--- src/rtl/spgpm_pkg.sv ---
`timescale 1ns / 1ps
`default_nettype none
// ----------------------------------------------------------------------------
// Stereo pan / gain / peak meter package
// Shared constants, configuration register map, controller states and the
// command bundle that the controller sends to the datapath.
// ----------------------------------------------------------------------------
package spgpm_pkg;

  // Default sizes for the top-level parameters.
  localparam int SampleWidthDef   = 24;
  localparam int PanTableDepthDef = 256;

  // Configuration port geometry.
  localparam int CfgAddrW = 3;
  localparam int CfgDataW = 16;

  // Reset values of the configuration registers.
  localparam logic [15:0] VolumeReset = 16'd32768;
  localparam logic [15:0] DecayReset  = 16'd62259;

  // Odd polynomial for sin(pi/2 * x), coefficients in Q30.
  localparam logic [63:0] SinA1 = 64'd1686629713;
  localparam logic [63:0] SinA3 = 64'd693598671;
  localparam logic [63:0] SinA5 = 64'd85569306;
  localparam logic [63:0] SinA7 = 64'd5026995;
  localparam logic [63:0] SinA9 = 64'd172270;

  // Register indexes on the configuration port.
  typedef enum logic [CfgAddrW-1:0] {
    RegVolume      = 3'd0,
    RegPan         = 3'd1,
    RegMute        = 3'd2,
    RegSolo        = 3'd3,
    RegOtherSoloed = 3'd4,
    RegDecay       = 3'd5,
    RegMono        = 3'd6
  } cfg_reg_e;

  // Current configuration as seen by the datapath.
  typedef struct packed {
    logic [15:0] volume_gain;
    logic [15:0] pan_position;
    logic        mute_enable;
    logic        solo_enable;
    logic        other_soloed;
    logic [15:0] decay_factor;
    logic        mono_mode;
  } cfg_t;

  // Controller states, one per datapath step.
  typedef enum logic [2:0] {
    StIdle,
    StIndex,
    StGain,
    StScale,
    StSat,
    StMeter
  } ctrl_state_e;

  // Step enables from the controller to the datapath.
  typedef struct packed {
    logic accept;
    logic load_idx;
    logic load_gain;
    logic load_prod;
    logic load_sat;
    logic commit;
  } dp_cmd_t;

endpackage
`default_nettype wire

--- src/rtl/spgpm_regs.sv ---
`timescale 1ns / 1ps
`default_nettype none
// ----------------------------------------------------------------------------
// Configuration registers
// Holds the channel strip settings, written through a plain write port.
// Writes to an index outside the register map are dropped.
// ----------------------------------------------------------------------------
module spgpm_regs (
  input  wire logic                          clk_i,
  input  wire logic                          rst_ni,
  input  wire logic                          cfg_we_i,
  input  wire logic [spgpm_pkg::CfgAddrW-1:0] cfg_addr_i,
  input  wire logic [spgpm_pkg::CfgDataW-1:0] cfg_wdata_i,
  output spgpm_pkg::cfg_t                    cfg_o
);
  import spgpm_pkg::*;

  cfg_t cfg_q, cfg_d;

  // Decode the register index and update the addressed field.
  always_comb begin
    cfg_d = cfg_q;
    if (cfg_we_i) begin
      case (cfg_reg_e'(cfg_addr_i))
        RegVolume:      cfg_d.volume_gain  = cfg_wdata_i;
        RegPan:         cfg_d.pan_position = cfg_wdata_i;
        RegMute:        cfg_d.mute_enable  = cfg_wdata_i[0];
        RegSolo:        cfg_d.solo_enable  = cfg_wdata_i[0];
        RegOtherSoloed: cfg_d.other_soloed = cfg_wdata_i[0];
        RegDecay:       cfg_d.decay_factor = cfg_wdata_i;
        RegMono:        cfg_d.mono_mode    = cfg_wdata_i[0];
        default: begin
          cfg_d = cfg_q;
        end
      endcase
    end
  end

  // Register storage with reset values.
  always_ff @(posedge clk_i or negedge rst_ni) begin
    if (!rst_ni) begin
      cfg_q.volume_gain  <= VolumeReset;
      cfg_q.pan_position <= '0;
      cfg_q.mute_enable  <= 1'b0;
      cfg_q.solo_enable  <= 1'b0;
      cfg_q.other_soloed <= 1'b0;
      cfg_q.decay_factor <= DecayReset;
      cfg_q.mono_mode    <= 1'b0;
    end else begin
      cfg_q <= cfg_d;
    end
  end

  assign cfg_o = cfg_q;

endmodule
`default_nettype wire

--- config.mk ---
export PLATFORM = sky130hd
export DESIGN_NAME = spgpm_regs
export DESIGN_NICKNAME = d
export VERILOG_FILES = /design/src/rtl/spgpm_pkg.sv /design/src/rtl/spgpm_regs.sv
export SDC_FILE = /design/constraint.sdc
export NUM_CORES = 1
export LEC_CHECK = 0
export ABC_CLOCK_PERIOD_IN_PS = 850
export BUFFER_PORTS_ARGS = -buffer_cell sky130_fd_sc_hd__buf_2
export CORE_UTILIZATION = 35
export DETAILED_ROUTE_END_ITERATION = 6
export GPL_TIMING_DRIVEN = 0
export PLACE_DENSITY = 0.67
export SETUP_SLACK_MARGIN = 0.3
export SLEW_MARGIN = 20
export SYNTH_ARGS = -nofsm -noshare
export SYNTH_HDL_FRONTEND = slang
export SYNTH_SLANG_ARGS = --single-unit
--- constraint.sdc ---
create_clock -name clk_i -period 0.85 [get_ports clk_i]
set_input_delay 0 -clock clk_i [delete_from_list [all_inputs] [get_ports clk_i]]
set_output_delay 0 -clock clk_i [all_outputs]
set_load 0.03 [all_outputs]
==> Word-level counts from Yosys, hierarchy flattened <==
Index checks and enable logic that the tools add are counted.
W data, S select, Z words.
{ "totals": {"regBits": 52, "latch_bits": 0, "ram_bits": 0, "mem_bits_ro": 0, "input_bits": 22, "out_inout_bits": 52, "elab_cells": 21, "memories": 0} }
{ "classes": {"addsub": 0, "multipliers": 0, "div": 0, "magnitude_cmp": 0, "n_eq_ne": 6, "shift": 0, "n_mux": 0, "n_bitwise": 0, "reduce_logical": 8} }
{ "op_table": {"columns": ["op", "n"], "rows": [
  ["$reduce_and A2 Y1", 7],
  ["$eq A3 B3 Y1 const B", 3],
  ["$eq A3 B2 Y1 const B", 2],
  ["$eq A3 B1 Y1 const B", 1],
  ["$logic_not A3 Y1", 1]
]} }

==> Longest topological paths before layout <==
Gate-level depths: netlist (run 1).
{ "depth": {"depth_word": 2, "ltp_mapped": 4, "mapped_depth_nobuf": 2} }

==> Worst setup path after synthesis (run 1) <==
OpenSTA, ideal clock, no wires.
{ "synth_timing": {"path_kind": "input-to-reg", "startpoint": "input cfg_addr_i[0] in the netlist's numbering", "endpoint": "register cfg_q, in the netlist cfg_o[36]", "setup_ps": 125, "arrival_time_ps": 960, "required_ps": 725, "slack_ps": -235, "cell_stages": 3, "n_path_buf": 1, "path_cell_list": "nor4b_4 > buf_6 > mux2_2"} }
{ "synth_between": {"elab_chain_cells": 2} }
{ "synth_lines": {"columns": ["element", "line_no", "rtl"], "rows": [
  ["start, declared", "spgpm_regs.sv:12", "input wire logic [spgpm_pkg::CfgAddrW-1:0] cfg_addr_i,"],
  ["$logic_not A3 Y1", "spgpm_regs.sv:24", "case (cfg_reg_e'(cfg_addr_i))"],
  ["$reduce_and A2 Y1 (no source line)", null, null],
  ["end signal, assigned", "spgpm_regs.sv:50", "cfg_q <= cfg_d;"],
  ["end, declared", "spgpm_regs.sv:18", "cfg_t cfg_q, cfg_d;"]
]} }
Every way passes these cells.
A chain may end at the register's enable or synchronous reset.

==> Worst setup path in the final report (run 1) <==
{ "layout_timing": {"startpoint": "register cfg_q, in the netlist cfg_o[1]", "endpoint": "output cfg_o[1] in the netlist's numbering"} }
{ "layout_rtl": {"columns": ["element", "line_no", "rtl"], "rows": [
  ["end, declared", "spgpm_regs.sv:14", "output spgpm_pkg::cfg_t cfg_o"]
]} }
No word-level cell between the ends.

==> metrics, run 1 <==
Max-Cap Viols 0; Mapped Area 0.002029 sq mm; max incr delay on CP between 0.5 and 0.6 ns; Peak VDD IR between 0.001 and 0.0015 V; Critical Path End Type output port; failing checks negative hold slack, negative setup slack; Clock transition at path regs 0.10 ns; sw power 2.944 mW; grt ovf 0; DP HPWL ~2.9 mm; DP Area 0.002651 sq mm; Num CTS Buffers 5; final worst setup slack -0.1443 ns; DIE AREA 0.006107 sq mm; fin crit share 117.0%; Num Clock Sinks 52; ranking of synthesized cells by area dfrtp_1 51%, mux2_2 29%, dfstp_2 14%; kind of critical path reg2out; Internal a little under 6 mW; CTS tree built; Inserted Diodes 0; post-route cell area 0.003440 sq mm; Clock Power Share 19.2%; Area growth syn-to-layout 69.48%; RSZ-0062 raised after global routing true; Rel. slew slack 56.13%; DR WL/cell 17.09 microns; slowest CP cell dfstp_2; Post-synth EDFFs 0; status complete, but fails checks; flip-flop count of the largest register after layout 52; TNS Setup -2.064 ns; drt pass-1 iters 4; Hold Slack -0.2768 ns; share of the synthesized area in the top cell type 50.55%; core area 0.005540 sq mm; CP top delay family flip-flops; # port buffers between 70 and 80; die height between 70 and 80 microns; Comb power frac 40.6%; total leakage power 1.644 nW; Post-Syn Instances ~120; Reg power frac 40.3%; Slew @ Worst Pin 0.6581 ns; Warnings, synthesis 0; largest net degree at the start of global routing 53; row count 27; post-synthesis area per instance 17.65 sq um; Via density 4.815; CP Launch Type register; final hold violations 86; Antenna Nets Post-Route 0; Final Power 8.884 mW; crit path DAT 0.99 ns; fmax 1.006 GHz; CP Buf/Inv Count 1; worst-path cell chain buf_6; worst skew pair latency ~0.30 ns; Switching Fraction between 30% and 40%; post-synth cell types 10; final slew viol count 0; ratio of cells with drive above 1 in the final layout 87.38%; Post-synth top flop dfrtp_1; #FFs+latches synth 52; clock root cell clkbuf_8; Total Nets Final 235; most numerous cell in the Yosys netlist mux2_2; final-report setup violation count 53; initial core utilization a little over a third; initial antenna violation count 0; worst-path fanout max 2; Syn Nets 137; Die Span X slightly below 80 microns; Worst EP required 0.85 ns; via count 1,377; GPL Wtd Cong 0.6733; H-tree level count 2; first-pass GRT wire length roughly 8.0 mm; PD cells 2583 mW/mm^2; clock period minus worst slack 0.9943 ns; # IOs 74; commonest cells in the netlist 52 x mux2_2, 41 x dfrtp_1, 11 x dfstp_2; WL final 4.888 mm; Hold/Removal Path Class in2async; post-synthesis sequential area ratio 64.80%; DRC 0; Synth area leader dfrtp_1; Max clock buf depth 2; clock skew 0 ns; Overall Global Routing Usage around 17%; Detailed Route Iter0 Violations 33; FFs w/ async S/R, synth 100.0%; vias in the first global route 1,449
[kinds of logic after synthesis]
kind of cell	after synthesis	synth area share [%]
flip-flops	52	64.80
AND/OR/NAND/NOR	7	4.500
multiplexers	52	28.85
buffers and inverters	4	1.849
[stage by stage]
step,utilization (%),instances,worst slack (ns)
floorplan,-,115,-0.2345
global placement,47.81,260,-0.6829
detailed placement,47.85,260,-0.7268
CTS,61.02,283,-0.1478
global route,62.08,286,-0.1785
finish,62.08,286,-0.1443
[metal layers]
| layer | track usage, % | routed length (microns) |
|---|---|---|
| met5 | 0 | 0 |
| met4 | 3.333 | 40 |
| met3 | 5.116 | 295 |
| met2 | 27.02 | 2288 |
| met1 | 23.39 | 2263 |
[power groups by stage]
stage / registers (mW) / logic, mW / clock network [mW]
floorplan: 4.58 / 0.740 / 0
global placement: 3.46 / 2.63 / 0
detailed placement: 3.46 / 2.68 / 0
CTS: 3.57 / 3.54 / 1.75
global route: 3.65 / 3.76 / 1.86
finish: 3.58 / 3.60 / 1.70
[layout make-up]
| type | instances | area, sq um |
|---|---|---|
| fillers | 404 | 2101 |
| plain buffers | 4 | 57.56 |
| multi-input cells | 59 | 888.4 |
| repair buffers | 91 | 957.2 |
| clock inverters | 3 | 42.54 |
| well taps | 72 | 90.09 |
| clock buffers | 5 | 68.82 |
| flip-flops and latches | 52 | 1335 |
[final timing paths]
kind / start / end / slack [ns] / depth (start not counted)
min in group clk_i: cfg_wdata_i[1] / cfg_o[21] / -0.05 / 2
min: rst_ni / cfg_o[46] / -0.28 / 1
min reg2reg: cfg_o[11] / cfg_o[11] / 0.54 / 1
max: cfg_o[1] / cfg_o[1] / -0.14 / 1
max reg2reg: cfg_o[6] / cfg_o[6] / -0.05 / 3
max in group asynchronous: rst_ni / cfg_o[20] / 0.65 / 1
[layout by cell type, fill, tap and decap left out]
cell,Yosys,final
clkinvlp_4,0,1
mux2_2,52,2
buf_2,0,16
mux2_4,0,50
and4bb_2,2,2
dfrtp_1,41,25
clkinv_2,0,1
buf_8,0,3
buf_4,2,7
nand4b_1,2,2
nor4bb_4,0,1
nor4b_4,1,1
buf_12,0,5
bufinv_16,0,1
buf_16,0,1
buf_6,2,63
clkbuf_8,0,5
dfrtp_2,0,16
nand4b_4,0,1
dfstp_2,11,11
[timing repair]
item | 4_1_cts | 5_1_grt
endpoints found under the setup margin | 104 | 104
resized for setup | 141 | 9
pin swaps | 2 | 2
gates cloned | 2 | 0
hold endpoints to repair | 86 | 86
buffers inserted | 13 | 3
(Power assumes the default switching activity.)
==> run 2, diff against run 1 <==
Settings changed: ABC_CLOCK_PERIOD_IN_PS 850 to 1250.
Clock period 0.85 ns to 1.25 ns, I/O delays scaled along.
==> run 2 against run 1 <==
Effect of this change: the flow now finishes without violations; critical path depth stayed put; clock skew stayed put; routed wire length is 11% lower; cell count is 1.0% higher; hold slack better by 0.31 ns; via count is 3.1% lower; count of clock-buffer cells in the layout is 2 higher; sequential share of layout area is 6.0 points higher; die area stayed put; clock power is 42% lower; cell area is 15% lower; total power is 42% lower.
==> metrics, run 2 (synthesis gave the netlist of run 1 again) <==
status finished clean; commonest non-fill, non-tap cell in the layout buf_2; crit path DAT about 0.98 ns; # IOs 74; vias in the first global route 1,422; Antenna Nets Post-Route 0; Overall Global Routing Usage 14.86%; Internal 3.307 mW; Max clock buf depth 2; Final Util 53.00%; PD cells 1749 mW/mm^2; worst-path fanout max 2; first-pass GRT wire length 6.962 mm; Clock transition at path regs 0.09 ns; Inserted Diodes 0; WL final 4.352 mm; clock root cell clkbuf_8; slowest CP cell dfstp_2; DRC 0; RSZ-0062 raised after global routing true; initial antenna violation count 0; Rel. slew slack 56.29%; total leakage power 1.377 nW; fmax 1.018 GHz; DP Area roughly 0.0025 sq mm; Reg power frac between 40% and 50%; grt ovf 0; final slew viol count 0; kind of critical path reg2out; die height 78.15 microns; Clock Power Share 19.1%; Critical Path End Type output port; post-route cell area roughly 0.0029 sq mm; row count 27; DR WL/cell 15.06 microns; Slew @ Worst Pin 0.6557 ns; clock skew 0 ns; Area growth syn-to-layout 44.70%; final-report setup violation count 0; Worst EP required 1.25 ns; final hold violations 0; H-tree level count 2; Switching Fraction 35.60%; Num CTS Buffers 5; Hold/Removal Path Class in2reg; flop2flop setup slack 0.48 ns; commonest non-fill, non-tap cells in the layout 60 x buf_2, 42 x mux2_2, 41 x dfrtp_1; worst-path cell chain buf_6; CP Launch Type register; flip-flop count of the largest register after layout 52; Total Nets Final roughly 240; CP Buf/Inv Count 1; DIE AREA 0.006107 sq mm; core area 0.005540 sq mm; DP HPWL between 2 and 3 mm; pre-CTS WS -0.2894 ns; Max-Cap Viols 0; final worst setup slack ~0.27 ns; largest net degree at the start of global routing 53; drt pass-1 iters 2; Num Clock Sinks 52; max incr delay on CP 0.56 ns; GPL Wtd Cong around 0.67; via count around 1,300; # port buffers 73; CTS tree built; Detailed Route Iter0 Violations 15; Hold Slack 0.03493 ns; CP top delay family flip-flops; Comb power frac 36.0%; initial core utilization between 30% and 40%; fin crit share 78.57%; ratio of cells with drive above 1 in the final layout 72.35%; Die Span X 78.15 microns; Via density between 4 and 5; Peak VDD IR 0.0008207 V; clock period minus worst slack 0.9821 ns; sw power approximately 1.8 mW; worst skew pair latency 0.29 ns
[run 2: cell count changes in the layout (fill, tap and decap cells not counted), sizes merged]
cell,previous run,this run
bufinv,1,0
clkbuf,5,8
buf,95,81
dlygate4sd3,0,16
clkinv,1,0
[run 2: power by group through the flow]
stage,combinational [mW],sequential [mW],clock (mW)
global placement,1.69,2.30,0
floorplan,0.401,3.08,0
detailed placement,1.71,2.31,0
finish,1.85,2.31,0.980
CTS,1.84,2.31,1.02
global route,1.94,2.36,1.08
[run 2: repair_timing]
action / in CTS / in global routing
hold buffers: 16 / 0
resized for setup: 22 / 7
setup buffers: 3 / 1
pin swaps: 1 / 1
setup endpoints to repair: 37 / 25
endpoints found under the hold margin: 86 / 0
gates cloned: 0 / 1
[run 2: through the flow]
stage	setup TNS (ns)	power, mW	instances
detailed placement	-3.648	4.023	260
CTS	0	5.175	287
global placement	-2.892	3.994	260
finish	0	5.135	289
floorplan	0	3.482	115
global route	0	5.381	289
[run 2: final cells by class]
type                    count  area (sq um)
fillers                   488          2604
flip-flops and latches     52          1315
multi-input cells          59         729.5
repair buffers             94         658.1
well taps                  72         90.09
clock buffers               7         86.33
plain buffers               4         50.05
clock inverters             1         7.507
[run 2: path summary, 6_finish.rpt]
check	from	to	cells past startpoint
max	cfg_o[16]	cfg_o[16]	1
min	cfg_wdata_i[0]	cfg_o[0]	2
max reg2reg	cfg_o[26]	cfg_o[26]	1
min reg2reg	cfg_o[44]	cfg_o[44]	1
max in group asynchronous	rst_ni	cfg_o[37]	2
min in group asynchronous	rst_ni	cfg_o[45]	2
[run 2: routing by layer]
layer	wire [microns]	vias to the layer above	GRT usage, %
li1	-	616	-
met1	2060	648	19.98
met2	1943	63	23.16
met3	283	8	4.419
met4	64	0	4.444
met5	0	-	0
