==> src/rtl/spgpm_pkg.sv <==
`timescale 1ns / 1ps
`default_nettype none
// ----------------------------------------------------------------------------
// Stereo pan / gain / peak meter package
// Shared constants, configuration register map, controller states and the
// command bundle that the controller sends to the datapath.
// ----------------------------------------------------------------------------
package spgpm_pkg;

  // Default sizes for the top-level parameters.
  localparam int SampleWidthDef   = 24;
  localparam int PanTableDepthDef = 256;

  // Configuration port geometry.
  localparam int CfgAddrW = 3;
  localparam int CfgDataW = 16;

  // Reset values of the configuration registers.
  localparam logic [15:0] VolumeReset = 16'd32768;
  localparam logic [15:0] DecayReset  = 16'd62259;

  // Odd polynomial for sin(pi/2 * x), coefficients in Q30.
  localparam logic [63:0] SinA1 = 64'd1686629713;
  localparam logic [63:0] SinA3 = 64'd693598671;
  localparam logic [63:0] SinA5 = 64'd85569306;
  localparam logic [63:0] SinA7 = 64'd5026995;
  localparam logic [63:0] SinA9 = 64'd172270;

  // Register indexes on the configuration port.
  typedef enum logic [CfgAddrW-1:0] {
    RegVolume      = 3'd0,
    RegPan         = 3'd1,
    RegMute        = 3'd2,
    RegSolo        = 3'd3,
    RegOtherSoloed = 3'd4,
    RegDecay       = 3'd5,
    RegMono        = 3'd6
  } cfg_reg_e;

  // Current configuration as seen by the datapath.
  typedef struct packed {
    logic [15:0] volume_gain;
    logic [15:0] pan_position;
    logic        mute_enable;
    logic        solo_enable;
    logic        other_soloed;
    logic [15:0] decay_factor;
    logic        mono_mode;
  } cfg_t;

  // Controller states, one per datapath step.
  typedef enum logic [2:0] {
    StIdle,
    StIndex,
    StGain,
    StScale,
    StSat,
    StMeter
  } ctrl_state_e;

  // Step enables from the controller to the datapath.
  typedef struct packed {
    logic accept;
    logic load_idx;
    logic load_gain;
    logic load_prod;
    logic load_sat;
    logic commit;
  } dp_cmd_t;

endpackage
`default_nettype wire

==> src/rtl/spgpm_ctrl.sv <==
`timescale 1ns / 1ps
`default_nettype none
// ----------------------------------------------------------------------------
// Sequencing controller
// Steps one sample pair through index, gain, scale, saturate and meter
// steps, and owns the valid flag of the output register.
// ----------------------------------------------------------------------------
module spgpm_ctrl (
  input  wire logic           clk_i,
  input  wire logic           rst_ni,
  input  wire logic           in_valid_i,
  output logic                in_ready_o,
  output logic                out_valid_o,
  input  wire logic           out_ready_i,
  output spgpm_pkg::dp_cmd_t  cmd_o
);
  import spgpm_pkg::*;

  ctrl_state_e state_q, state_d;
  logic        out_valid_q, out_valid_d;

  // Next state and step commands.
  always_comb begin
    state_d     = state_q;
    cmd_o       = '0;
    out_valid_d = out_valid_q;
    if (out_ready_i) begin
      out_valid_d = 1'b0;
    end
    case (state_q)
      StIdle: begin
        if (in_valid_i) begin
          cmd_o.accept = 1'b1;
          state_d      = StIndex;
        end
      end
      StIndex: begin
        cmd_o.load_idx = 1'b1;
        state_d        = StGain;
      end
      StGain: begin
        cmd_o.load_gain = 1'b1;
        state_d         = StScale;
      end
      StScale: begin
        cmd_o.load_prod = 1'b1;
        state_d         = StSat;
      end
      StSat: begin
        cmd_o.load_sat = 1'b1;
        state_d        = StMeter;
      end
      StMeter: begin
        // Commit only when the output register is free or being emptied.
        if (!out_valid_q || out_ready_i) begin
          cmd_o.commit = 1'b1;
          out_valid_d  = 1'b1;
          state_d      = StIdle;
        end
      end
      default: begin
        state_d = StIdle;
      end
    endcase
  end

  // State and output valid registers.
  always_ff @(posedge clk_i or negedge rst_ni) begin
    if (!rst_ni) begin
      state_q     <= StIdle;
      out_valid_q <= 1'b0;
    end else begin
      state_q     <= state_d;
      out_valid_q <= out_valid_d;
    end
  end

  assign in_ready_o  = (state_q == StIdle);
  assign out_valid_o = out_valid_q;

endmodule
`default_nettype wire

==> config.mk <==
export PLATFORM = sky130hd
export DESIGN_NAME = spgpm_ctrl
export DESIGN_NICKNAME = d
export VERILOG_FILES = /design/src/rtl/spgpm_pkg.sv /design/src/rtl/spgpm_ctrl.sv
export SDC_FILE = /design/constraint.sdc
export NUM_CORES = 1
export LEC_CHECK = 0
export BUFFER_PORTS_ARGS = -buffer_cell sky130_fd_sc_hd__buf_2
export CORE_AREA = 2 2 39 41
export DETAILED_ROUTE_END_ITERATION = 8
export DIE_AREA = 0 0 41 43
export GPL_TIMING_DRIVEN = 0
export HOLD_SLACK_MARGIN = 0.05
export PLACE_DENSITY = 0.4
export SLEW_MARGIN = 40
export SYNTH_ARGS = -nofsm -noshare
export SYNTH_HDL_FRONTEND = slang
export SYNTH_SLANG_ARGS = --single-unit
export TNS_END_PERCENT = 10
==> constraint.sdc <==
create_clock -name clk_i -period 1.2 [get_ports clk_i]
set_input_delay 0.06 -clock clk_i [delete_from_list [all_inputs] [get_ports clk_i]]
set_output_delay 0.06 -clock clk_i [all_outputs]
set_load 0.02 [all_outputs]
Word level (Yosys, flattened, before mapping)
Index checks and enable logic that the tools add are counted.

Muxes and demuxes: 14. Reduce and logical (&&, ||, !) cells: 4. Eq/ne operators: 7.

Operator list (count): one-hot mux 3 bit (6 select lines) (1); two-way mux 1 bit (11); == test 3 x 2 -> 1 bit (second input constant) (2); == test 3 bit (second input constant) (2); two-way mux 3 bit (2); inequality test 2 bit (second input constant) (2); == test 3 x 1 -> 1 bit (second input constant) (1); zero test 3 bit (1); AND reduction 2 bit (1); zero test 1 bit (1); logical OR 1 bit (1).

Input port bits: 4. Bits in registers: 4. Word-level logic and storage cells: 27. Output and inout port bits: 8.

Logic depth before layout (Yosys ltp)
Gate-level depths: netlist of the first run.

Depth after elaboration: 4. Depth in mapped cells: 4. Depth with buffers taken out: 3.

Worst setup path after synthesis of the first run
No wires, ideal clock.

Kind: register to output. From: register state_q[1]. To: output cmd_o[5] in the netlist's numbering. Cell stages (with the launch flop): 4. Arrival: 1.149 ns. Buffers on the path: 1. Slack: -0.009 ns. Cell sequence: dfrtp_1 buf_6 nor3_2 and2_1.

RTL lines: start, declared (RTL line spgpm_ctrl.sv:19) `ctrl_state_e state_q, state_d;`; start signal, assigned (RTL line spgpm_ctrl.sv:70) `state_q <= StIdle;`; start signal, assigned (RTL line spgpm_ctrl.sv:73) `state_q <= state_d;`; end, declared (RTL line spgpm_ctrl.sv:15) `output spgpm_pkg::dp_cmd_t cmd_o`.

==> results.md, run 1 <==
- The CTS root buffer is clkbuf_4.
- The number of antenna violations at the first check in global routing is 0.
- The worst setup path is of the reg2out kind.
- The number of global-route vias before repair is 231.
- The final number of max-transition violations came to 0.
- The mapped netlist covers 259 µm².
- The region available for standard cell placement spans 1380 µm².
- For this run, the number of standard cells in the final layout without fillers is 59.
- The clock insertion delay at the later pin of the skew report is 0.23 ns.
- The total number of placement rows is 14.
- The library cell appearing most often on the critical path is buf_6.
- The synthesized area per cell is 9.96 µm².
- Wires add up to 530 µm.
- The first global-routing pass estimated 883 µm of wire.
- The worst max-slew margin expressed relative to the limit is 86.4%.
- The worst path arrival time is 1.16 ns.
- The die boundary height is 43 µm.
- The largest fanout on the critical path is 7.
- The x dimension of the die is 41 µm.
- For this run, the post-layout net count is 49.
- The floorplan step defined a die boundary enclosing 1760 µm².
- Yosys printed 0 warnings.
- In this run the worst hold path is classified as in2async.
- In the routed design, unresolved DRC markers number 0.
- The slowest stage of the critical path is the dfrtp_1 cell.
- The CTS tree is yes.
- The part of the Yosys area used for sequential elements is 38.6%.
- Cells fill 29.7% of the core in the end.
- At the pin with the least slew margin, the transition time is 0.202 ns.
- In this run the deepest clock path goes through 2 buffers.
- The quantity of I/O buffers inserted on ports is 11.
- Timing would allow up to 823 MHz.
- The critical path goes through buf_6 -> nor3_4 -> and2_4 -> buf_6.
- The repair_antennas step left the layout with diodes totalling 0.
- The clock period minus final worst setup slack is 1.22 ns.
- After layout, the worst path uses 101% of the clock period.
- The max-cap check violation count is 0.
- The congestion estimate from routability-driven global placement came to 0.682.
- After layout, the worst setup slack is -0.0151 ns.
- The clock sink total is 4.
- The detail-routed net length per standard cell is 8.98 µm.
- The area growth from synthesis to layout is 58.5%.
- The via count of the routed design is 231.
- Synthesis produced a netlist with a net count of 30.
- 12 I/O pins were placed.
- The static leakage is 0.000203 µW.
- Synthesis produced 26 cells.
- The setup violation total in the final timing report is 3.
- Clock skew on the completed layout was measured at 0.00388 ns.
- In this design, the stage delay of the slowest critical-path cell is 0.36 ns.
- The final reports fail on negative setup slack.
- The maximum level of the CTS H-tree is 1.
- The first routing iteration left 4 violations.
- The final hold violation count is 0.
- The flow ran to the end, but the final reports show violations.
- Setup repair after global routing could not meet its margin everywhere.
- Global routing used 7.46% of the available tracks across all layers.
- The launching element type of the critical path is a register.
- The slack of the worst reg-to-reg path is 0.24 ns.
- The layout has 159 filler cells.
- The synthesized design contains 4 register bits.
- The routed via count divided by cell count is 3.92.
- The worst-case IR drop observed on VDD is 0.000769 V.
- STA classifies the critical path endpoint as an output pin.
- STA puts the critical path data required time at 1.14 ns.
- After clock tree synthesis, the clock-pin slew on the worst setup and hold paths is 0.04 ns.
- Entering global routing, the biggest net connects 11 pins.
- The fraction of layout cells with a size suffix above 1 is 58.1%.
- The number of distinct library cells after synthesis is 19.
- Power spread over the standard cell area amounts to 2820 nW/µm².
- The first-pass detailed-route iteration total is 4.
- The sum of overflow across all layers after global routing is 0.
- TritonCTS created 3 clock buffers.
- Once the floorplan was initialized, standard cells occupied 18.7% of the core.
- Once detail routing completed, the nets flagged for antenna violations numbered 0.
- The cell count after placement is 53.
-- per-stage QoR --
stage | area (µm²) | hold slack (ns) | power, µW | setup TNS, ns | setup slack, ns
5_1_grt | 410 | 0.188 | 1250 | -0.349 | -0.0800
6_report | 410 | 0.171 | 1160 | -0.0332 | -0.0151
3_5_place_dp | 340 | -0.133 | 901 | 0 | 0.161
4_1_cts | 405 | 0.169 | 1160 | -0.0685 | -0.0248
3_3_place_gp | 340 | -0.130 | 897 | 0 | 0.192
2_1_floorplan | 265 | -0.236 | 745 | 0 | 0.0638
-- final timing paths --
check	startpoint	end	cells past startpoint
max in group asynchronous	rst_ni	state_q[2]	2
max reg2reg	state_q[2]	state_q[0]	3
min in group clk_i	in_valid_i	state_q[0]	3
min reg2reg	state_q[1]	state_q[0]	2
min	rst_ni	out_valid_o	2
max	state_q[0]	cmd_o[5]	4
-- cells in the mapped netlist --
library cell | n | area (µm²)
nor3_2 | 1 | 10.0
nor3_1 | 2 | 10.0
nor2_1 | 3 | 11.3
o22ai_1 | 1 | 6.26
nor3b_2 | 1 | 12.5
buf_6 | 2 | 22.5
buf_4 | 1 | 7.51
and2_1 | 1 | 6.26
and2b_2 | 1 | 8.76
inv_1 | 1 | 3.75
nor3b_1 | 1 | 7.51
a221oi_2 | 1 | 15.0
nand2b_1 | 1 | 6.26
o21ai_1 | 1 | 5.00
nand3b_1 | 1 | 7.51
dfrtp_1 | 4 | 100
xnor2_1 | 1 | 8.76
nand2_1 | 1 | 3.75
nand2_2 | 1 | 6.26
-- final cells by class --
cell class	instances	area [µm²]	share of cell area, %
multi-input cells	18	134	32.6
flip-flops and latches	4	100	24.4
repair buffers	14	96.3	23.5
plain buffers	3	33.8	8.23
clock buffers	3	22.5	5.49
well taps	16	20.0	4.88
inverters	1	3.75	0.915
-- layout by cell type (no fill, tap or decap), types with 2 or more instances in the layout --
master	count
clkbuf_4	3
dfrtp_1	4
nor3_1	2
buf_2	6
buf_4	6
buf_6	4
nor2_1	3
-- cells by family after synthesis --
family / synth area share (%)
and+or+nand+nor: 34.8
DFF: 38.6
buffers and inverters: 13.0
AOI/OAI and AO/OA: 10.1
xor gates and xnor gates: 3.38
-- per-layer routing --
layer	part of all wire, %	global-route usage [%]
met2	49	11.3
met3	5.3	1.57
met1	45	9.45
met5	0	0
met4	0	4.00
-- registers in the layout, summed over array words and instances, names as in the netlist --
signal / count
out_valid_o: 1
state_q: 3
-- critical path, delay by kind of cell (launching register included) --
| kind | cells | cell delay (ns) |
|---|---|---|
| buffers and inverters | 2 | 0.24 |
| DFF | 1 | 0.36 |
| and+or+nand+nor | 2 | 0.33 |
-- where the power goes --
group          leakage, µW  internal, µW  switching, µW
Combinational     0.000138           372            402
Sequential       0.0000511           194           34.6
Clock            0.0000138           111           45.2
Total             0.000203           677            482
-- repair_timing --
| action | 4_1_cts | 5_1_grt |
|---|---|---|
| setup buffers | 2 | 0 |
| pin swaps | 2 | 0 |
| hold buffers | 1 | 0 |
| endpoints found under the hold margin | 4 | 0 |
| setup endpoints to repair | 4 | 6 |
| gates resized for setup | 6 | 2 |
Power figures use the tool's default switching activity.
==> run 2: changes to the inputs <==
PLACE_DENSITY = unset   (was 0.4)
PLACE_DENSITY_LB_ADDON = 0.2   (was unset)
==> run 2 against run 1 <==
  * The run still ends with negative setup slack left
  * Count of clock-buffer cells in the layout did not move
  * Setup slack got worse by 0.014 ns
  * First-iteration DRC count unchanged
  * Combinational power up 2.6%
  * Core utilization rose by 0.54 points
  * Final cell count did not move
  * Worst hold slack got worse by 0.0065 ns
  * Clock power grew 4%
  * Sequential share of layout area down 0.44 points
  * Die area did not move
  * Design area rose by 1.8%
==> results.md, run 2 (synthesis results as in run 1) <==
- The count of fill cells added during filler insertion is 159 (unchanged).
- The number of global-route vias before repair is 253 (+9.5%).
- The clock transition time at the flip-flop clock pins of the worst setup and hold paths came to 0.04 ns (about the same).
- The final hold violation count is 0 (unchanged).
- Compared with the post-synthesis result, the final layout area differs by 61.4%.
- The maximum clock insertion buffer count is 2 (unchanged).
- The overall global routing resource usage is 8.27% (+0.81 points).
- The startpoint of the most critical register-to-register path is state_q[2].
- The final number of max-transition violations is 0 (unchanged).
- The x dimension of the die is 41 µm (unchanged).
- The setup skew after layout came to 0.00434 ns (+0.000461 ns).
- The multi-input combinational cell area is 141 µm² (+5.6%).
- The placed wire-length estimate after detailed placement is 410 µm.
- The worst path arrival time was 1.17 ns (about the same).
- The detail-routed net length per standard cell was 10.5 µm (+16%).
- The remaining design rule violation count is 0 (unchanged).
- The power per cell area is 2850 nW/µm² (+0.92%).
- The number of antenna violations at the first check in global routing is 0 (unchanged).
- The top-level port count came to 12 (unchanged).
- The period utilization was 102% (+1.2 points).
- The endpoint required time on the critical path is 1.14 ns (about the same).
- The clock insertion delay at the later pin of the skew report is 0.23 ns (about the same).
- The largest fanout on the critical path is 5 (-2).
- The path class of the tightest hold or removal check is in2async.
- The tree is rooted in a clkbuf_4.
- The actual transition at the worst max-transition pin is 0.220 ns (+0.0180 ns).
- TritonCTS built the clock tree.
- The run finished, with violations left.
- The placed standard-cell area is 340 µm² (unchanged).
- STA classifies the critical path endpoint as an output pin.
- The worst max-slew margin expressed relative to the limit is 85.2% (-1.2 points).
- The die boundary height was 43 µm (unchanged).
- The register with the most flip-flops is state_q.
- The setup TNS came to -0.0563 ns (-0.0231 ns).
- The detailed router's first-iteration violation count is 4 (unchanged).
- The launching element type of the critical path is a register.
- The routed via count divided by cell count came to 4.10 (+4.8%).
- The quantity of I/O buffers inserted on ports is 11 (unchanged).
- The pin count of the biggest net entering global routing came to 11 (unchanged).
- The flip-flop and latch area is 100 µm² (unchanged).
- The setup violation total in the final timing report is 3 (unchanged).
- The die area came to 1760 µm² (unchanged).
- The clock sink total was 4 (unchanged).
- The sum of overflow across all layers after global routing is 0 (unchanged).
- The maximum level of the CTS H-tree came to 1 (unchanged).
- The via count of the routed design is 242 (+4.8%).
- The global-route wire length before repair was 959 µm (+8.6%).
- The max-cap check violation count came to 0 (unchanged).
- Leaving out fill and tap cells, the most frequent cells in the layout are 6 x buf_2, 6 x buf_4, 4 x buf_6, 4 x dfrtp_1.
- The routability congestion estimate from global placement is 0.688 (+0.84%).
- The first-pass detailed-route iteration total came to 4 (unchanged).
- The minimum setup slack in the final design came to -0.0293 ns (-0.0142 ns).
- Setup repair after global routing could not meet its margin everywhere.
- The cell area after layout is 418 µm² (+1.8%).
- The area of the core is 1380 µm² (unchanged).
- The maximum resistive drop on vdd is 0.00107 V (+39%).
- Tracing the worst setup path back leads to its startpoint at state_q[1].
- The number of nets still failing antenna checks after routing is 0 (unchanged).
- The fraction of layout cells with a size suffix above 1 is 62.8% (+4.7 points).
- The net total in the final layout is 49 (unchanged).
- The clock period minus final worst setup slack is 1.23 ns (+0.0142 ns).
- The initial standard-cell utilization of the core is 18.7% (unchanged).
- The placement-stage worst setup slack is 0.178 ns (+0.0177 ns).
- The antenna diode count is 0 (unchanged).
- The static leakage is 0.000205 µW (+1.2%).
- The number of buffers created by CTS is 3 (unchanged).
- The total number of placement rows is 14 (unchanged).
- The maximum clock frequency is 813 MHz (-1.2%).
- The flip-flop count of the largest register after layout is 3 (unchanged).
- The critical path is of the reg2out type.
- The total length of routed wires is 617 µm (+16%).
- The checks that failed: negative setup slack.
==> run 2: metrics by stage <==
step           instances  util [%]  hold slack [ns]  total power, µW
2_1_floorplan         26         -           -0.236              745
3_3_place_gp          53      24.6           -0.130              891
3_5_place_dp          53      24.6           -0.133              900
4_1_cts               59      29.7            0.168             1180
5_1_grt               59      30.2            0.187             1270
6_report              59      30.2            0.164             1190
==> run 2: power breakdown <==
part | internal, µW | total, µW | switching (µW)
combinational | 379 | 794 | 415
clock | 112 | 163 | 51.1
sequential | 194 | 234 | 40.5
total | 684 | 1190 | 507
==> run 2: metal layers <==
metal	vias up	part of all wire, %	global-route usage [%]	wire length (µm)
li1	121	-	-	-
met3	0	7.5	1.57	46
met1	109	47	10.5	287
met2	12	46	10.9	284
met4	0	0	8.00	0
met5	-	0	0	0
==> run 2: critical path, stage by stage, from the launching register on <==
cell and delay (ns):
dfrtp_1 0.38, buf_6 0.14, nand3b_1 0.17, nor2_1 0.11
buf_4 0.15
==> run 2: layout make-up <==
cell class | instances | area share (%)
Tap cell | 16 | 4.79
Buffer | 3 | 8.08
Timing Repair Buffer | 14 | 23.1
Multi-Input combinational cell | 18 | 33.8
Sequential cell | 4 | 24.0
Clock buffer | 3 | 5.39
Inverter | 1 | 0.898
==> run 2: worst paths after layout <==
kind                       cells past startpoint          to  slack [ns]
setup / recovery                               4    cmd_o[0]       -0.03
hold / removal                                 2  state_q[2]        0.16
setup reg to reg                               3  state_q[0]        0.20
hold reg to reg                                2  state_q[0]        0.59
max in group asynchronous                      2  state_q[1]        0.92
min in group clk_i                             3  state_q[0]        0.18
==> run 2: what timing repair did <==
item / CTS / global route
hold endpoints to repair: 4 / 0
hold buffers: 1 / 0
buffers inserted: 1 / 0
pin swaps: 2 / 0
resized for setup: 8 / 3
setup endpoints to repair: 4 / 6
gates cloned: 1 / 0
==> run 3: changes to the inputs <==
REMOVE_ABC_BUFFERS = 1   (was unset)
==> run 3 against run 2 <==
  * The flow still finishes with violations (negative setup slack)
  * Via count is 3.3% higher
  * First-iteration DRC count is 75% lower
  * Non-clock buffer count is 3 higher
  * Worst hold slack worse by 0.013 ns
==> results.md, run 3 (synthesis results as in run 1) <==
- The placed wire-length estimate after detailed placement is 359 µm (-12%).
- The top metal layer carrying routed signals is met3.
- The antenna diode count came to 0 (unchanged).
- The detailed route wirelength on metal3 is 40 µm (-13%).
- The library cell used most frequently in the layout, excluding fill and tap cells, is buf_4.
- The max-cap check violation count came to 0 (unchanged).
- Counting flops per register, the top entry is state_q.
- The maximum resistive drop on vdd was 0.000859 V (-20%).
- The tree is rooted in a clkbuf_4.
- The x dimension of the die is 41 µm (unchanged).
- The maximum clock frequency is 820 MHz (+0.85%).
- The routed length on met2 came to 296 µm (+4.2%).
- The clock insertion delay at the later pin of the skew report is 0.24 ns (about the same).
- The net total in the final layout is 52 (+6.1%).
- The placed standard-cell area came to 304 µm² (-11%).
- The global-route wire length before repair was 952 µm (-0.73%).
- The sum of overflow across all layers after global routing was 0 (unchanged).
- The die boundary height is 43 µm (unchanged).
- The first-pass detailed-route iteration total is 4 (unchanged).
- The worst max-slew margin expressed relative to the limit is 86.8% (+1.6 points).
- The setup violation total in the final timing report came to 2 (-1).
- The setup skew after layout is 0.00246 ns (-0.00188 ns).
- The routed via count divided by cell count is 4.03 (-1.7%).
- The overall global routing resource usage is 8.86% (+0.59 points).
- Leaving out fill and tap cells, the most frequent cells in the layout are 10 x buf_4, 7 x buf_2, 3 x nor2_1, 3 x clkbuf_4, 3 x dfrtp_2.
- The clock period minus final worst setup slack is 1.22 ns (-0.0104 ns).
- Setup repair after global routing could not meet its margin everywhere.
- The placement-stage worst setup slack was 0.128 ns (-0.0500 ns).
- The endpoint required time on the critical path is 1.14 ns (about the same).
- The type of the worst setup path is reg2out.
- The flow ran to the end, but the final reports show violations.
- The remaining design rule violation count was 0 (unchanged).
- The worst setup path is captured at an output pin.
- The static leakage came to 0.000209 µW (+1.7%).
- The final number of max-transition violations is 0 (unchanged).
- The total number of placement rows is 14 (unchanged).
- The die area came to 1760 µm² (unchanged).
- The initial standard-cell utilization of the core was 18.7% (unchanged).
- The power per cell area came to 2740 nW/µm² (-3.7%).
- The number of global-route vias before repair was 226 (-11%).
- The setup TNS was -0.0217 ns (+0.0346 ns).
- The top-level port count was 12 (unchanged).
- The maximum clock insertion buffer count is 2 (unchanged).
- The detail-routed net length per standard cell was 9.74 µm (-6.8%).
- The via count of the routed design is 250 (+3.3%).
- The cell area after layout is 418 µm² (unchanged).
- The total length of routed wires is 604 µm (-2.1%).
- The routability congestion estimate from global placement was 0.693 (+0.81%).
- The final hold violation count came to 0 (unchanged).
- The class of the tightest hold or removal check is in2async.
- The checks that failed: negative setup slack.
- The detailed router's first-iteration violation count is 1 (-3).
- The number of antenna violations at the first check in global routing is 0 (unchanged).
- The area overhead of the layout relative to synthesis is 61.4% (unchanged).
- The flip-flop count of the largest register after layout is 3 (unchanged).
- The number of nets still failing antenna checks after routing is 0 (unchanged).
- The launching element type of the critical path is a register.
- The pin count of the biggest net entering global routing came to 9 (-2).
- The period utilization is 102% (-0.87 points).
- The met1 routed wirelength after detailed routing is 268 µm (-6.6%).
- The actual transition at the worst max-transition pin is 0.196 ns (-0.0238 ns).
- The largest fanout on the critical path was 6 (+1).
- The minimum setup slack in the final design is -0.0189 ns (+0.0104 ns).
- The area of the core is 1380 µm² (unchanged).
- The worst path arrival time came to 1.16 ns (about the same).
- The fraction of layout cells with a size suffix above 1 is 65.2% (+2.4 points).
- The number of buffers created by CTS is 3 (unchanged).
- The clock sink total came to 4 (unchanged).
- The clock transition time at the flip-flop clock pins of the worst setup and hold paths is 0.04 ns (about the same).
- The maximum level of the CTS H-tree was 1 (unchanged).
- The quantity of I/O buffers inserted on ports is 11 (unchanged).
- The CTS tree is yes.
run 3: changes by cell type in the layout (fill, tap and decap cells not counted), sizes merged:
cell,change
buf,+3
run 3: path summary, 6_finish.rpt:
check	startpoint	endpoint	slack, ns	cells past startpoint
max in group asynchronous	rst_ni	state_q[0]	0.92	2
max reg2reg	state_q[1]	state_q[0]	0.19	3
min	rst_ni	state_q[1]	0.15	2
min reg2reg	state_q[0]	state_q[1]	0.64	2
min in group clk_i	in_valid_i	state_q[0]	0.17	3
max	state_q[2]	cmd_o[5]	-0.02	3
run 3: what timing repair did:
action,4_1_cts,5_1_grt
setup buffers,6,2
hold endpoints to repair,4,0
hold buffers,1,0
endpoints found under the setup margin,7,6
gates resized for setup,6,3
pin swaps,1,2
run 3: power breakdown:
part           total (µW)  switching (µW)  internal [µW]
combinational         665             316            349
sequential            310             108            203
clock                 171            58.8            112
total                1150             482            664
run 3: routing by layer:
metal  global-route usage [%]  up-vias
met5                        0        -
met4                     6.00        0
met3                     6.28        0
met2                     11.9       10
met1                     9.42      113
li1                         -      127
run 3: cell type report:
type,count,area (µm²)
clock buffer,3,22.5
fill,153,966
inverter,1,3.75
multi-input combinational,18,125
sequential,4,104
tap,16,20.0
timing repair buffer,20,143
run 3: critical path, cell delays in order, from the launching register on:
cell and delay [ns]:
dfrtp_2 0.45, nor3_2 0.20, and2_1 0.16, buf_6 0.11
run 3: stage by stage:
step / instances / hold slack, ns / utilization (%) / total power, µW
floorplan: 23 / -0.236 / - / 630
global placement: 50 / -0.132 / 22.0 / 771
detailed placement: 50 / -0.132 / 22.0 / 779
CTS: 60 / 0.157 / 28.5 / 1090
global route: 62 / 0.169 / 30.2 / 1230
finish: 62 / 0.151 / 30.2 / 1150
